<file path="config.mk">
export PLATFORM = sky130hd
export DESIGN_NAME = uvsph_qsine
export DESIGN_NICKNAME = d
export VERILOG_FILES = /design/src/design/uvsph_pkg.sv /design/src/design/uvsph_qsine.sv
export SDC_FILE = /design/constraint.sdc
export NUM_CORES = 1
export LEC_CHECK = 0
export ABC_AREA = 1
export BUFFER_PORTS_ARGS = -buffer_cell sky130_fd_sc_hd__buf_2
export CAP_MARGIN = 10
export CORE_MARGIN = 3
export CORE_UTILIZATION = 45
export CTS_BUF_LIST = sky130_fd_sc_hd__clkbuf_16
export DETAILED_ROUTE_END_ITERATION = 6
export HOLD_SLACK_MARGIN = 0.12
export PLACE_DENSITY_LB_ADDON = 0.08
export SLEW_MARGIN = 20
export SYNTH_ARGS = -nofsm -noshare
export SYNTH_HDL_FRONTEND = slang
export SYNTH_SLANG_ARGS = --single-unit
export TNS_END_PERCENT = 100
</file>
<file path="constraint.sdc">
create_clock -name i_clk -period 7.9 [get_ports i_clk]
set_input_delay 0.79 -clock i_clk [delete_from_list [all_inputs] [get_ports i_clk]]
set_output_delay 0.79 -clock i_clk [all_outputs]
set_load 0.05 [all_outputs]
</file>
<file path="src/design/uvsph_pkg.sv">
// Shared types, constants and helpers of the UV sphere vertex generator.
`timescale 1ns / 1ps
`default_nettype none
package uvsph_pkg;

    localparam int IDX_W   = 11;   // ring and segment indexes, counts
    localparam int Q_W     = 16;   // Q1.15 texture coordinate
    localparam int Z_W     = 15;   // quarter-wave argument 0..16384
    localparam int TRIG_W  = 16;   // signed Q1.14 sine and cosine
    localparam int POS_W   = 17;   // signed Q8.8 position
    localparam int RAD_W   = 16;   // unsigned Q8.8 radius

    localparam int MIN_SEGMENTS = 3;
    localparam int MIN_RINGS    = 2;

    localparam logic [Z_W-1:0] ONE_Q14 = 15'd16384;
    localparam logic [10:0] POLY_C1 = 11'd1160;
    localparam logic [13:0] POLY_C2 = 14'd10512;
    localparam logic [14:0] POLY_C3 = 15'd25736;

    // Configuration register indexes.
    localparam int CFG_ADDR_W = 2;
    localparam logic [CFG_ADDR_W-1:0] REG_RADIUS   = 2'd0;
    localparam logic [CFG_ADDR_W-1:0] REG_SEGMENTS = 2'd1;
    localparam logic [CFG_ADDR_W-1:0] REG_RINGS    = 2'd2;

    localparam int IN_DATA_W  = 24;
    localparam int OUT_DATA_W = 168;

    typedef logic signed [TRIG_W-1:0] t_trig;

    // Signed product scaled down by 2^14, rounded toward zero.
    function automatic logic signed [19:0] trunc_q14(input logic signed [33:0] p);
        logic signed [33:0] adj;
        adj = p + (p < 0 ? 34'sd16383 : 34'sd0);
        return 20'(adj >>> 14);
    endfunction

endpackage
`default_nettype wire

</file>
<file path="src/design/uvsph_qsine.sv">
// Four-stage quarter-wave sine polynomial, Q14 in and out.
`timescale 1ns / 1ps
`default_nettype none
module uvsph_qsine (
    input  wire logic                          i_clk,
    input  wire logic                          i_en,
    input  wire logic [uvsph_pkg::Z_W-1:0]     i_z,
    output logic      [uvsph_pkg::TRIG_W-1:0]  o_s
);
    localparam int ZW = uvsph_pkg::Z_W;

    logic [ZW-1:0] r_z1, r_z2, r_z3;
    logic [ZW-1:0] r_sq1, r_sq2;
    logic [13:0]   r_t1;
    logic [14:0]   r_t2;
    logic [15:0]   r_s;

    logic [29:0] w_zz;
    logic [25:0] w_c1;
    logic [28:0] w_tz;
    logic [29:0] w_zt;

    assign w_zz = 30'(i_z * i_z);
    assign w_c1 = 26'(uvsph_pkg::POLY_C1 * r_sq1);
    assign w_tz = 29'(r_t1 * r_sq2);
    assign w_zt = 30'(r_z3 * r_t2);

    always_ff @(posedge i_clk) begin
        if (i_en) begin
            r_z1  <= i_z;
            r_sq1 <= 15'(w_zz >> 14);
            r_z2  <= r_z1;
            r_sq2 <= r_sq1;
            r_t1  <= uvsph_pkg::POLY_C2 - 14'(w_c1 >> 14);
            r_z3  <= r_z2;
            r_t2  <= uvsph_pkg::POLY_C3 - 15'(w_tz >> 14);
            r_s   <= 16'(w_zt >> 14);
        end
    end

    assign o_s = r_s;

endmodule
`default_nettype wire

</file>
==> results.sh <==
export IMPL_synth_largest_area_cell="fa_1"
export IMPL_crit_slowest_cell="edfxtp_1"
export IMPL_fillers=5651
export IMPL_ant_nets=0
export IMPL_critPathMaxFanout=15
export IMPL_grt_overflow=0
export IMPL_grtUsageMet1_pct=29.43
export IMPL_hold_path_class="flip-flop to flip-flop"
export IMPL_rows=88
export IMPL_drv_slew=0
export IMPL_clock_root_buffer="clkbuf_16"
export IMPL_hpwlAfterDp_mm=53.27
export IMPL_status="finished, violations left"
export IMPL_wl_per_cell_um=15.77
export IMPL_syn_avg_cell_area_um2=8.193
export IMPL_utilization_pct=48.44
export IMPL_postCtsSetupRepairBufs=0
export IMPL_gp_congestion=0.9014
export IMPL_grtUsageMet2_pct=35.81
export IMPL_ctsHoldBuffers=0
export IMPL_setup_violations=0
export IMPL_nets=4040
export IMPL_setup_tns_ns=0
export IMPL_final_min_clock_period_ns=6.358
export IMPL_synth_area_top_cells="fa_1 (35%), ha_1 (15%), edfxtp_1 (13%), inv_1 (13%), nand2_1 (12%)"
export IMPL_crit_arrival_ns=6.57
export IMPL_viasPerCell=4.926
export IMPL_die_area_um2=62410
export IMPL_clkLatencyLatePin_ns=0.45
export IMPL_ys_flop_type="edfxtp_1"
export IMPL_syn_nets=4063
export IMPL_wirelength_mm=63.41
export IMPL_synth_async_sr_flop_share_pct=0
export IMPL_initial_utilization_pct=45.93
export IMPL_htreeDepth=4
export IMPL_grt_util_met3_pct=2.980
export IMPL_end_kind="flip-flop"
export IMPL_postSynthCellCount=3265
export IMPL_synth_seq_cells=120
export IMPL_cts_tree="built"
export IMPL_grt_max_degree=77
export IMPL_port_buffers=32
export IMPL_skew_ns=0.01336
export IMPL_ioPinCount=33
export IMPL_synth_area_um2=26750
export IMPL_synth_edf_count=120
export IMPL_yosys_warnings=0
export IMPL_fin_crit_sh_pct=80.48
export IMPL_die_y_um=249.8
export IMPL_vias=19800
export IMPL_worst_pin_slew_ns=1.004
export IMPL_hold_violations=0
export IMPL_firstDrtPassIters=7
export IMPL_synth_distinct_cells=43
export IMPL_worstSetupPathType="flip-flop to flip-flop"
export IMPL_die_w_um=249.8
export IMPL_drive_gt1_share_pct=3.441
export IMPL_max_stage_delay_ns=0.76
export IMPL_worstSetupStartpointType="flip-flop"
export IMPL_failed_checks="DRC"
export IMPL_drtIter0Drc=1105
export IMPL_top_usage_layer="met2"
export IMPL_hold_slack_ns=0.4048
export IMPL_cts_resized=0
export IMPL_numCtsBuffers=17
export IMPL_critPathMostFrequentCell="nand2_1"
export IMPL_clkTransAtPathRegs_ns=0.07
export IMPL_diodes=0
export IMPL_area_growth_pct=5.463
export IMPL_core_um2=58250
export IMPL_synth_top_area_share_pct=34.57
export IMPL_cts_sinks=120
export IMPL_maxSlewHeadroom_pct=33.06
export IMPL_fmax_mhz=157.3
export IMPL_clockBufferDepth=2
export IMPL_drc=4
export IMPL_grt_pass1_wl_mm=106.5
export IMPL_required_ns=8.11
export IMPL_ys_seq_area_share_pct=13.47
export IMPL_grt_setup_unrepaired="false"
export IMPL_grtUsageTotal_pct=21.22
export IMPL_antenna_found_initial=0
export IMPL_grt_pass1_vias=20910
export IMPL_drv_cap=0
==> final cells by class <==
class	instances	area, um^2	area share, %
Clock buffer	17	425.4	1.508
Clock inverter	15	191.4	0.6786
Inverter	923	3465	12.28
Multi-Input combinational cell	2147	19400	68.76
Sequential cell	120	3603	12.77
Tap cell	765	957.2	3.393
Timing Repair Buffer	33	170.2	0.6032
==> placed cells by master, fill, tap and decap left out, drive strengths merged, types with 33 or more instances in the layout <==
cell type and instances:
buf 33, a21oi 108, nand3 64, edfxtp 120
inv 931, ha 319, xor2 41, o21ai 50
fa 462, nor2 114, nand2 873
==> Yosys cell counts (8+ instances only) <==
library cell  instances
a21oi_1             107
a31oi_1               8
clkbuf_1             74
edfxtp_1            120
fa_1                462
ha_1                319
inv_1               917
nand2_1             847
nand2_2              22
nand3_1              61
nand4_1              21
nor2_1              108
nor3_1               14
o21a_1                8
o21ai_0              45
o21bai_1              8
xnor2_1              18
xor2_1               39
==> sequential cells by signal, indices dropped and copies added, names as in the netlist <==
name / flops
o_s: 16
r_sq1: 15
r_sq2: 15
r_t2: 15
r_t1: 14
r_z3: 15
r_z1: 15
r_z2: 15
==> cell families (layout without fill, tap and decap cells) <==
group	Yosys count	count (layout)	share of synthesized area, %
adder cells (fa/ha/maj)	781	781	49.49
buffers and inverters	998	988	14.01
flip-flops	120	120	13.47
AND/OR/NAND/NOR	1102	1102	16.71
XOR/XNOR	59	59	2.030
AO/OA/AOI/OAI	205	205	4.289
==> path summary, 6_finish.rpt <==
path	start	to	slack [ns]	cells past startpoint
worst max-delay path	r_t1[5]	r_t2[14]	1.54	29
worst min-delay path	r_z2[9]	r_z3[9]	0.40	0
worst max register to register	r_t1[5]	r_t2[14]	1.54	29
worst min register to register	r_z2[9]	r_z3[9]	0.40	0
==> critical path, delay by kind of cell (launching register included) <==
family / cells / cell delay (ns)
buffers and inverters: 6 / 0.31
DFF: 1 / 0.76
and+or+nand+nor: 15 / 1.53
adders and majority gates: 8 / 3.49
==> per-layer routing <==
metal	up-vias	wire, um
met4	0	743
met3	50	2800
met1	9740	29670
met2	398	30200
met5	-	0
li1	9615	-
==> through the flow <==
| stage | instances | setup slack, ns | cell area, um^2 |
|---|---|---|---|
| floorplan | 3265 | 1.778 | 26750 |
| global placement | 3988 | 1.604 | 27600 |
| detailed placement | 3988 | 1.528 | 27600 |
| CTS | 4020 | 1.517 | 28210 |
| global route | 4020 | 1.077 | 28210 |
| finish | 4020 | 1.542 | 28210 |
Power is left out: the tool's default activity adds up to more than one toggle a clock period on the data nets, which glitch-free logic cannot reach.
