`src/design/uvsph_pkg.sv`:
```
// Shared types, constants and helpers of the UV sphere vertex generator.
`timescale 1ns / 1ps
`default_nettype none
package uvsph_pkg;

    localparam int IDX_W   = 11;   // ring and segment indexes, counts
    localparam int Q_W     = 16;   // Q1.15 texture coordinate
    localparam int Z_W     = 15;   // quarter-wave argument 0..16384
    localparam int TRIG_W  = 16;   // signed Q1.14 sine and cosine
    localparam int POS_W   = 17;   // signed Q8.8 position
    localparam int RAD_W   = 16;   // unsigned Q8.8 radius

    localparam int MIN_SEGMENTS = 3;
    localparam int MIN_RINGS    = 2;

    localparam logic [Z_W-1:0] ONE_Q14 = 15'd16384;
    localparam logic [10:0] POLY_C1 = 11'd1160;
    localparam logic [13:0] POLY_C2 = 14'd10512;
    localparam logic [14:0] POLY_C3 = 15'd25736;

    // Configuration register indexes.
    localparam int CFG_ADDR_W = 2;
    localparam logic [CFG_ADDR_W-1:0] REG_RADIUS   = 2'd0;
    localparam logic [CFG_ADDR_W-1:0] REG_SEGMENTS = 2'd1;
    localparam logic [CFG_ADDR_W-1:0] REG_RINGS    = 2'd2;

    localparam int IN_DATA_W  = 24;
    localparam int OUT_DATA_W = 168;

    typedef logic signed [TRIG_W-1:0] t_trig;

    // Signed product scaled down by 2^14, rounded toward zero.
    function automatic logic signed [19:0] trunc_q14(input logic signed [33:0] p);
        logic signed [33:0] adj;
        adj = p + (p < 0 ? 34'sd16383 : 34'sd0);
        return 20'(adj >>> 14);
    endfunction

endpackage
`default_nettype wire

```
`src/design/uvsph_div.sv`:
```
// Pipelined restoring divider: quotient = (index * 2^15) / count, one bit per stage.
`timescale 1ns / 1ps
`default_nettype none
module uvsph_div (
    input  wire logic                          i_clk,
    input  wire logic                          i_en,
    input  wire logic [uvsph_pkg::IDX_W-1:0]   i_num,
    input  wire logic [uvsph_pkg::IDX_W-1:0]   i_den,
    output logic      [uvsph_pkg::Q_W-1:0]     o_quo
);
    localparam int W = uvsph_pkg::IDX_W;
    localparam int N = uvsph_pkg::Q_W;

    logic [W-1:0] r_rem [0:N-2];
    logic [N-1:0] r_quo [0:N-1];

    // The integer bit of the quotient is 0 or 1 for indexes within the count.
    always_ff @(posedge i_clk) begin
        if (i_en) begin
            r_rem[0] <= (i_num >= i_den) ? W'(i_num - i_den) : i_num;
            r_quo[0] <= {{(N-1){1'b0}}, (i_num >= i_den)};
        end
    end

    for (genvar k = 1; k < N; k++) begin : g_stage
        logic [W:0] w_sh;
        logic       w_ge;
        assign w_sh = {r_rem[k-1], 1'b0};
        assign w_ge = (w_sh >= {1'b0, i_den});
        if (k < N - 1) begin : g_rem
            always_ff @(posedge i_clk) begin
                if (i_en) begin
                    r_rem[k] <= w_ge ? W'(w_sh - {1'b0, i_den}) : w_sh[W-1:0];
                end
            end
        end
        always_ff @(posedge i_clk) begin
            if (i_en) begin
                r_quo[k] <= {r_quo[k-1][N-2:0], w_ge};
            end
        end
    end

    assign o_quo = r_quo[N-1];

endmodule
`default_nettype wire

```
`config.mk`:
```
export PLATFORM = sky130hd
export DESIGN_NAME = uvsph_div
export DESIGN_NICKNAME = d
export VERILOG_FILES = /design/src/design/uvsph_pkg.sv /design/src/design/uvsph_div.sv
export SDC_FILE = /design/constraint.sdc
export NUM_CORES = 1
export LEC_CHECK = 0
export CORE_ASPECT_RATIO = 0.75
export CORE_MARGIN = 2
export CORE_UTILIZATION = 50
export CTS_BUF_LIST = sky130_fd_sc_hd__clkbuf_4 sky130_fd_sc_hd__clkbuf_8
export CTS_CLUSTER_SIZE = 28
export DETAILED_ROUTE_END_ITERATION = 7
export DONT_BUFFER_PORTS = 1
export PLACE_DENSITY = 0.7
export SKIP_CTS_REPAIR_TIMING = 1
export SLEW_MARGIN = 20
export SYNTH_ARGS = -nofsm -noshare
export SYNTH_HDL_FRONTEND = slang
export SYNTH_SLANG_ARGS = --single-unit
```
`constraint.sdc`:
```
create_clock -name i_clk -period 5.4 [get_ports i_clk]
set_clock_uncertainty 0.05 [all_clocks]
set_input_delay 0.54 -clock i_clk [delete_from_list [all_inputs] [get_ports i_clk]]
set_output_delay 0.54 -clock i_clk [all_outputs]
set_load 0.01 [all_outputs]
```
==> results.cfg <==
[clock_tree]
htreeDepth = 2
clockBufferDepth = 3
clock_sinks = 301
cts_tree = done
cts_root_buffer = clkbuf_8
insertion_delay_ps = 590
cts.clk_slew.worst_paths_ps = 60
cts_inserted_buffers = 49

[worst_hold_path]
hp-class = in -> reg

[synthesis]
ys_ff_latch = 301
ys_seq_area_share_pct = 49.4
synth-warning-count = 0
synth_area_per_cell_um2 = 11.8
ys.flop_type = edfxtp_1
ys_types = 67
async_reset_ff_share_pct = 0
syn_area_um2 = 18300
synth-edff-count = 301
syn_inst = 1548
syn_nets = 1762

[sta]
rsz0062_at_grt = false
min_period_over_period_pct = 63.1
slew_headroom_pct = 24.7
fin_setup_tns_ps = 0
finalSetupViolCount = 0
worst_pin_slew_ps = 1130
clock.fmax_mhz = 294
hold_viol = 0
min_period_ps = 3410
drv_slew = 0

[floorplanning]
core_area_um2 = 36000
num_rows = 60
ios = 40
die-area_um2 = 38100
start_util_pct = 50.9
die_w_um = 225
die_h_um = 170

[pwr]
power_frac_clock_pct = 18.9
p_sw_share_pct = 36.0
p_int_mw = 7.11
power_density_nw_per_um2 = 564
p_sw_mw = 3.99
p_leak_nw = 7.52
p_seq_share_pct = 36.3
vdd_drop_max_mv = 0.252
p_comb_share_pct = 44.8
power_mw = 11.1

[critical_path]
path_delay_family = compound AO/OA/AOI/OAI gates
cp-end-kind = register
cp.required_ps = 5750
critPathArrivalTime_ps = 3760
worstSetupStartpointType = primary input
crit_type = in -> reg
cp_cell_sequence = clkinv_1, fa_1, o211ai_1, a211oi_1, nor4_1, o21a_1, inv_1, and2_1, a221oi_1
crit_slowest_cell = fa_1
cp.buffers_inverters = 2
worst-path-max-fanout = 20
slowest_delay_ps = 760

[finish]
area_growth_pct = 7.67
post-route-util_pct = 54.8
antenna_cells = 0
drive_gt1_share_pct = 11.6
nFillCells = 2996
layout.nets = 1778

[drt]
routed_via_density = 5.97
vias = 12300
drc = 0
first_pass_iters = 6
dr.first_iter.drc_count = 1139
wl_per_cell_um = 18.5
ant_nets = 0
wl_um = 38200

[grt]
grt_max_degree = 302
grt_antenna_before_repair = 1
grt_remaining_overflow = 0
grt_use_total_pct = 20.3
grt_pass1_vias = 11700
grt_pass1_wl_um = 62100

[place]
dp_hpwl_um = 25000
place_congestion = 0.886
io_buffers = 0

[flow_run]
max-cap-violations = 0

[outcome]
status = completed
[flip-flops by register name, summed over array words and instances (netlist names)]
signal	count
r_quo	136
r_rem	165
[Yosys cell counts (all sizes together), types with 4 or more instances]
cell / instances / area share (%)
a31o: 5 / 0.24
a41o: 4 / 0.22
a21o: 41 / 1.7
buf: 34 / 1.2
o21a: 17 / 0.70
inv: 48 / 0.99
a211oi: 24 / 1.0
o21ai: 108 / 3.0
nand3b: 5 / 0.21
or3: 6 / 0.21
nand3: 35 / 0.96
a21oi: 146 / 4.0
o21bai: 9 / 0.37
ha: 175 / 12
nor2: 78 / 1.6
o31ai: 9 / 0.50
xor2: 39 / 1.9
o211ai: 13 / 0.53
o2111ai: 11 / 0.53
nor4: 6 / 0.21
clkbuf: 9 / 0.18
nor4b: 5 / 0.24
edfxtp: 301 / 49
nand4: 15 / 0.51
or4: 4 / 0.16
nor3: 22 / 0.60
or2: 11 / 0.38
nor2b: 16 / 0.55
a221oi: 4 / 0.19
a31oi: 11 / 0.38
o41ai: 5 / 0.24
o31a: 5 / 0.24
o21ba: 4 / 0.22
nand2b: 39 / 1.3
a41oi: 6 / 0.29
nand2: 78 / 1.6
and3: 5 / 0.17
and4b: 5 / 0.27
and2: 4 / 0.14
a2bb2oi: 4 / 0.19
fa: 15 / 1.6
mux2: 76 / 4.7
xnor2: 69 / 3.3
[kinds of logic (layout without fill, tap and decap cells)]
kind of cell             after synthesis  after routing  synth area share, %
XOR/XNOR                             108            108                 5.17
flip-flops                           301            301                 49.4
AND/OR/NAND/NOR                      341            341                 9.47
adder cells (fa/ha/maj)              190            190                 13.6
AO/OA/AOI/OAI                        439            439                 15.2
multiplexers                          78             78                 4.79
buffers and inverters                 91            140                 2.36
[cell usage in the layout (no fill, tap or decap), types with 23 or more instances in the layout]
master / Yosys / layout
edfxtp_1: 301 / 301
ha_1: 175 / 175
a21oi_1: 145 / 145
o21ai_0: 103 / 103
nand2_1: 78 / 78
nor2_1: 78 / 78
mux2_2: 76 / 76
xnor2_1: 69 / 69
clkbuf_8: 0 / 49
inv_1: 47 / 44
a21o_1: 41 / 41
nand2b_1: 39 / 39
xor2_1: 39 / 39
nand3_1: 35 / 35
a211oi_1: 23 / 23
[per-stage QoR]
stage	hold slack, ps	cells	instance area, µm²	worst slack [ps]
2_1_floorplan	350	1548	18300	1300
3_3_place_gp	351	1977	18700	1570
3_5_place_dp	355	1977	18700	1400
4_1_cts	24.3	2061	19700	2040
5_1_grt	12.8	2062	19700	1660
6_report	58.7	2062	19700	1990
[power by group through the flow]
| stage | Sequential, mW | Combinational (mW) | Clock, mW |
|---|---|---|---|
| final | 4.03 | 4.97 | 2.10 |
| after global routing | 4.10 | 5.57 | 2.26 |
| after CTS | 4.03 | 4.92 | 2.16 |
| after detailed placement | 4.06 | 4.88 | 0 |
| after global placement | 4.07 | 4.73 | 0 |
| after floorplan | 3.88 | 4.06 | 0 |
[worst paths after layout]
path                        to         start  slack, ps  cells after the start
hold reg to reg    r_quo[3][5]  r_quo[2][20]        360                      0
hold / removal    r_quo[7][11]          i_en         60                      0
setup / recovery  r_rem[1][53]      i_den[1]       1990                      9
setup reg to reg  r_rem[1][53]  r_rem[1][33]       2400                      9
[area by class of cell]
class | count | area, µm² | area share (%)
inverter | 48 | 180 | 0.915
multi-input combinational | 1156 | 8820 | 44.8
timing repair buffer | 8 | 62.6 | 0.318
tap | 465 | 582 | 2.95
clock buffer | 55 | 719 | 3.65
clock inverter | 29 | 290 | 1.47
sequential | 301 | 9040 | 45.9
[metal layers]
metal | vias to the layer above | routed length, µm | GRT usage (%)
li1 | 5972 | - | -
met1 | 5909 | 19300 | 31.8
met2 | 371 | 15600 | 28.4
met3 | 64 | 2570 | 4.07
met4 | 0 | 724 | 5.33
met5 | - | 0 | 0
(Power assumes the default switching activity.)
