File: config.mk
export PLATFORM = sky130hd
export DESIGN_NAME = uvsph_range
export DESIGN_NICKNAME = d
export VERILOG_FILES = /design/src/design/uvsph_pkg.sv /design/src/design/uvsph_div_dummy_unused.sv
export SDC_FILE = /design/constraint.sdc
export NUM_CORES = 1
export LEC_CHECK = 0
export ABC_AREA = 1
export BUFFER_PORTS_ARGS = -buffer_cell sky130_fd_sc_hd__buf_2
export CAP_MARGIN = 20
export CORE_UTILIZATION = 40
export DETAILED_ROUTE_END_ITERATION = 16
export GPL_TIMING_DRIVEN = 0
export PLACE_DENSITY_LB_ADDON = 0.3
export SLEW_MARGIN = 20
export SYNTH_ARGS = -nofsm -noshare
export SYNTH_HDL_FRONTEND = slang
export SYNTH_SLANG_ARGS = --single-unit
export TNS_END_PERCENT = 10
File: constraint.sdc
create_clock -name vclk -period 3.3
set_clock_uncertainty 0.05 [all_clocks]
set_input_delay 0.495 -clock vclk [all_inputs]
set_output_delay 0.495 -clock vclk [all_outputs]
set_load 0.05 [all_outputs]
File: src/design/uvsph_pkg.sv
// Shared types, constants and helpers of the UV sphere vertex generator.
`timescale 1ns / 1ps
`default_nettype none
package uvsph_pkg;

    localparam int IDX_W   = 11;   // ring and segment indexes, counts
    localparam int Q_W     = 16;   // Q1.15 texture coordinate
    localparam int Z_W     = 15;   // quarter-wave argument 0..16384
    localparam int TRIG_W  = 16;   // signed Q1.14 sine and cosine
    localparam int POS_W   = 17;   // signed Q8.8 position
    localparam int RAD_W   = 16;   // unsigned Q8.8 radius

    localparam int MIN_SEGMENTS = 3;
    localparam int MIN_RINGS    = 2;

    localparam logic [Z_W-1:0] ONE_Q14 = 15'd16384;
    localparam logic [10:0] POLY_C1 = 11'd1160;
    localparam logic [13:0] POLY_C2 = 14'd10512;
    localparam logic [14:0] POLY_C3 = 15'd25736;

    // Configuration register indexes.
    localparam int CFG_ADDR_W = 2;
    localparam logic [CFG_ADDR_W-1:0] REG_RADIUS   = 2'd0;
    localparam logic [CFG_ADDR_W-1:0] REG_SEGMENTS = 2'd1;
    localparam logic [CFG_ADDR_W-1:0] REG_RINGS    = 2'd2;

    localparam int IN_DATA_W  = 24;
    localparam int OUT_DATA_W = 168;

    typedef logic signed [TRIG_W-1:0] t_trig;

    // Signed product scaled down by 2^14, rounded toward zero.
    function automatic logic signed [19:0] trunc_q14(input logic signed [33:0] p);
        logic signed [33:0] adj;
        adj = p + (p < 0 ? 34'sd16383 : 34'sd0);
        return 20'(adj >>> 14);
    endfunction

endpackage
`default_nettype wire

File: src/design/uvsph_div_dummy_unused.sv
// Index range check of the UV sphere vertex generator.
`timescale 1ns / 1ps
`default_nettype none
module uvsph_range (
    input  wire logic [uvsph_pkg::IDX_W-1:0] i_ring,
    input  wire logic [uvsph_pkg::IDX_W-1:0] i_seg,
    input  wire logic [uvsph_pkg::IDX_W-1:0] i_rings,
    input  wire logic [uvsph_pkg::IDX_W-1:0] i_segs,
    output logic                              o_oor
);
    assign o_oor = (i_ring > i_rings) || (i_seg > i_segs);
endmodule
`default_nettype wire

==> reports/qor.csv, run 1 <==
metric;value;unit
outcome;complete, no violations;
antenna_cells;0;
port_buffers;45;
hold_depth;6;
min_period_over_period;65.3;%
worst-path-max-fanout;2;
max_freq;464;MHz
arrival;1610;ps
dr.pass1.iters;3;
drt-wirelength-per-cell;7.09;um
grt_pass1_vias;645;
postLayoutCoreUtil;59.4;%
post-cts-setup-buffer-count;0;
slew_viol_final;0;
grt_usage;13.9;%
placedCellCount;176;
p_sw;0.0530;mW
place_hpwl;1230;um
synth_top_cell_by_area;ha_1;
num_vias;767;
maxCapViolCount;0;
core_region_area;1510;um^2
power_density;113;nW/um^2
seqPwrFrac;0;%
wl;1250;um
pin_count;45;
clock_buffers;0;
synth_common_cells;inv_1, nand2_1, ha_1;
drtAntennaViolNets;0;
syn2layout_area_growth;37.8;%
p_leak;0.681;nW
regArea;0;um^2
fin_cells;176;
synth_area;649;um^2
synth.area.top_cells;ha_1, inv_1, nand2_1;
max-slew-margin-rel;83.3;%
netlist_instances;115;
synth_top_area_share;42.4;%
dieArea;1790;um^2
yosysSeqAreaShare;0;%
combPwrFrac;100.0;%
grt_max_degree;4;
cp-end-kind;output pin;
hold_viol_final;0;
hold_class;in -> out;
dieWidth;42.3;um
fin_setup_tns;0;ps
crit_start;i_seg[8];
cp.required;2750;ps
grt_pass1_wl;2110;um
p_clk_share;0;%
drtIter0Drc;1;
die_y;42.3;um
globalplace.congestion;0.685;
cts_hold_buf;0;
avgSynthCellArea;5.65;um^2
cts_resized;0;
antenna_found_initial;0;
synth.distinct_cells;11;
synth_nets;181;
grt_overflow;0;
drive_above_1_share;32.5;%
setup_viol;0;
vias_per_cell;4.36;
fin_nets;228;
switching_share;52.3;%
worstMarginPinSlew;252;ps
critPathLaunchType;primary input;
synth_warnings;0;
rsz0062_at_grt;no;
p_int;0.0484;mW
placement_rows;14;
seq_cells;0;
vdd_drop_max;0.0578;mV
start_util;43.1;%
hp-start;i_segs[0];
period_needed;2160;ps
detail_route.drc_violations;0;
path_class;in -> out;
[layer usage]
layer | global-route usage [%] | part of all wire (%) | wire length [um]
met1 | 13.5 | 38 | 476
met2 | 32.3 | 58 | 722
met3 | 0 | 3.8 | 48
met4 | 0 | 0 | 0
met5 | 0 | 0 | 0
[stage by stage]
step	setup WS, ps	power (mW)	hold WS [ps]	area [um^2]
final	1140	0.101	1530	895
after global routing	1000	0.118	1550	895
after CTS	1120	0.104	1530	895
after detailed placement	1130	0.103	1530	895
after global placement	1160	0.0980	1520	895
after floorplan	1250	0.0641	1460	649
[final timing paths]
kind | to | slack, ps
worst max-delay path | o_oor | 1140
worst min-delay path | o_oor | 1530
[power by group through the flow]
stage	clock, mW	sequential, mW	combinational [mW]
floorplan	0	0	0.0641
global placement	0	0	0.0980
detailed placement	0	0	0.103
CTS	0	0	0.104
global route	0	0	0.118
finish	0	0	0.101
[placed cells by master (no fill, tap or decap), drive strengths merged]
cell,count
nand3,3
buf,45
a21oi,6
ha,22
o21ai,1
inv,40
nand2,38
nor2,3
nand4,2
[worst max-delay path: stages]
cell and delay [ps]:
buf_2 100, ha_1 290, nand2_1 80, inv_2 50
nand2_2 50, nor2_2 90, nand2_1 50, nand3_1 60
nand2_1 50, nand2_1 50, buf_2 250
[logic make-up after synthesis]
logic type,share of synthesized area (%)
buffers and inverters,23.1
adder cells (fa/ha/maj),42.4
AND/OR/NAND/NOR,29.1
AO/OA/AOI/OAI,5.39
[cell type report]
type,instances,area (um^2)
Timing Repair Buffer,45,225
Fill cell,156,612
Inverter,40,150
Multi-Input combinational cell,75,499
Tap cell,16,20.0
Power figures use the tool's default switching activity.
==> inputs of run 2 (changes only) <==
--- a/config.mk
+++ b/config.mk
@@ -5,7 +5,7 @@
 export SDC_FILE = /design/constraint.sdc
 export NUM_CORES = 1
 export LEC_CHECK = 0
-export ABC_AREA = 1
+export ABC_AREA = 0
 export BUFFER_PORTS_ARGS = -buffer_cell sky130_fd_sc_hd__buf_2
 export CAP_MARGIN = 20
 export CORE_UTILIZATION = 40
==> constraint.sdc (replaced) <==
create_clock -name vclk -period 2.1
set_clock_uncertainty 0.05 [all_clocks]
set_input_delay 0.315 -clock vclk [all_inputs]
set_output_delay 0.315 -clock vclk [all_outputs]
set_load 0.05 [all_outputs]
==> reports/qor.csv, run 2 <==
metric;value;unit
start_util;43.5;%
num_vias;729;
min_period_over_period;102;%
maxCapViolCount;0;
vdd_drop_max;0.165;mV
fin_nets;196;
p_leak;0.563;nW
yosys.area_share.xor_xnor;0;%
yosys.area_share.adder;48.0;%
dp_slack;-228;ps
hold_viol_final;0;
fin_cells;143;
period_needed;2150;ps
synth_area;573;um^2
drive_above_1_share;56.3;%
fin_setup_tns;-46.7;ps
yosysSeqAreaShare;0;%
violations;negative setup slack;
critPathLaunchType;primary input;
regArea;0;um^2
grt_pass1_vias;663;
cp-end-kind;output pin;
critPathMaxStageDelay;510;ps
wl;1420;um
seq_cells;0;
detail_route.drc_violations;0;
clock_buffers;0;
dr.pass1.iters;4;
syn2layout_area_growth;73.6;%
port_buffers;45;
synth.distinct_cells;14;
grt_max_degree;4;
synth_nets;145;
muxShareOfSynthArea;0;%
placedCellCount;139;
final_cell_mix;buf_2, inv_1, ha_1;
slew_viol_final;0;
worst_slack;-46.7;ps
final_common_cell;buf_2;
cp.required;1740;ps
max_freq;466;MHz
arrival;1780;ps
hold_class;in -> out;
path_class;in -> out;
antenna_found_initial;0;
synth_top_cell_by_area;ha_1;
antenna_cells;0;
rsz0062_at_grt;yes;
max-slew-margin-rel;88.4;%
grt_pass1_wl;2300;um
worst-path-max-fanout;2;
synth_common_cells;ha_1, inv_1, a21oi_1;
place_hpwl;1110;um
power_density;222;nW/um^2
worstMarginPinSlew;173;ps
synth.area.top_cells;ha_1, inv_1, a21oi_1;
path_cells;buf_6 -> inv_4 -> ha_4 -> a21oi_2 -> o21ai_1 -> or4bb_1 -> a22o_2 -> buf_8;
avgSynthCellArea;7.25;um^2
dieWidth;39.9;um
synth_compound_area_share;19.7;%
grt_usage;19.9;%
die_y;39.9;um
grt_overflow;0;
postLayoutCoreUtil;75.5;%
drtIter0Drc;11;
placement_rows;13;
netlist_instances;79;
drtAntennaViolNets;0;
globalplace.congestion;0.680;
core_region_area;1320;um^2
outcome;finished, violations left;
dieArea;1590;um^2
synth_warnings;0;
vias_per_cell;5.10;
power;0.221;mW
pin_count;45;
yosys.area_share.simple;17.9;%
drt-wirelength-per-cell;9.90;um
setup_viol;1;
slowest_stage;or4bb_1;
synth_top_area_share;48.0;%
synth_top_family_by_area;adder cells;
==> run 2: logic make-up after synthesis <==
| family | after synthesis |
|---|---|
| adder cells (fa/ha/maj) | 22 |
| buffers and inverters | 22 |
| AO/OA/AOI/OAI | 19 |
| AND/OR/NAND/NOR | 16 |
==> run 2: power breakdown <==
group	internal (mW)	leakage, nW	switching [mW]
registers	0	0	0
logic	0.121	0.563	0.100
clock network	0	0	0
total	0.121	0.563	0.100
==> run 2: area by class of cell <==
| cell class | count | area [um^2] |
|---|---|---|
| fillers | 104 | 323 |
| inverters | 22 | 87.6 |
| multi-input cells | 57 | 611 |
| well taps | 15 | 18.8 |
| repair buffers | 49 | 278 |
==> run 2: routing by layer <==
metal / vias to the layer above / global-route usage (%) / wire [um]
met3: 0 / 2.27 / 81
met1: 319 / 20.1 / 537
met5: - / 0 / 0
li1: 381 / - / -
met4: 0 / 1.72 / 0
met2: 29 / 42.6 / 798
==> run 2: path summary, 6_finish.rpt <==
path | startpoint | endpoint | slack [ps] | cells after the start
max | i_segs[4] | o_oor | -50 | 8
min | i_ring[10] | o_oor | 1270 | 6
==> run 2: timing repair <==
item / 4_1_cts / 5_1_grt
pin swaps: 14 / 0
endpoints found under the setup margin: 1 / 1
resized for setup: 25 / 4
hold buffers: 0 / 0
setup buffers: 4 / 0
hold endpoints to repair: 0 / 0
==> run 2: worst max-delay path: cells and delay by family <==
kind	cells	cell delay, ps
AND/OR/NAND/NOR	1	510
AO/OA/AOI/OAI	3	470
buffers and inverters	3	300
adder cells (fa/ha/maj)	1	200
==> run 2: per-stage QoR <==
| step | hold slack, ps | cell area (um^2) |
|---|---|---|
| after global routing | 1350 | 995 |
| after CTS | 1280 | 987 |
| after floorplan | 1150 | 574 |
| after detailed placement | 1360 | 818 |
| after global placement | 1340 | 818 |
| final | 1270 | 995 |
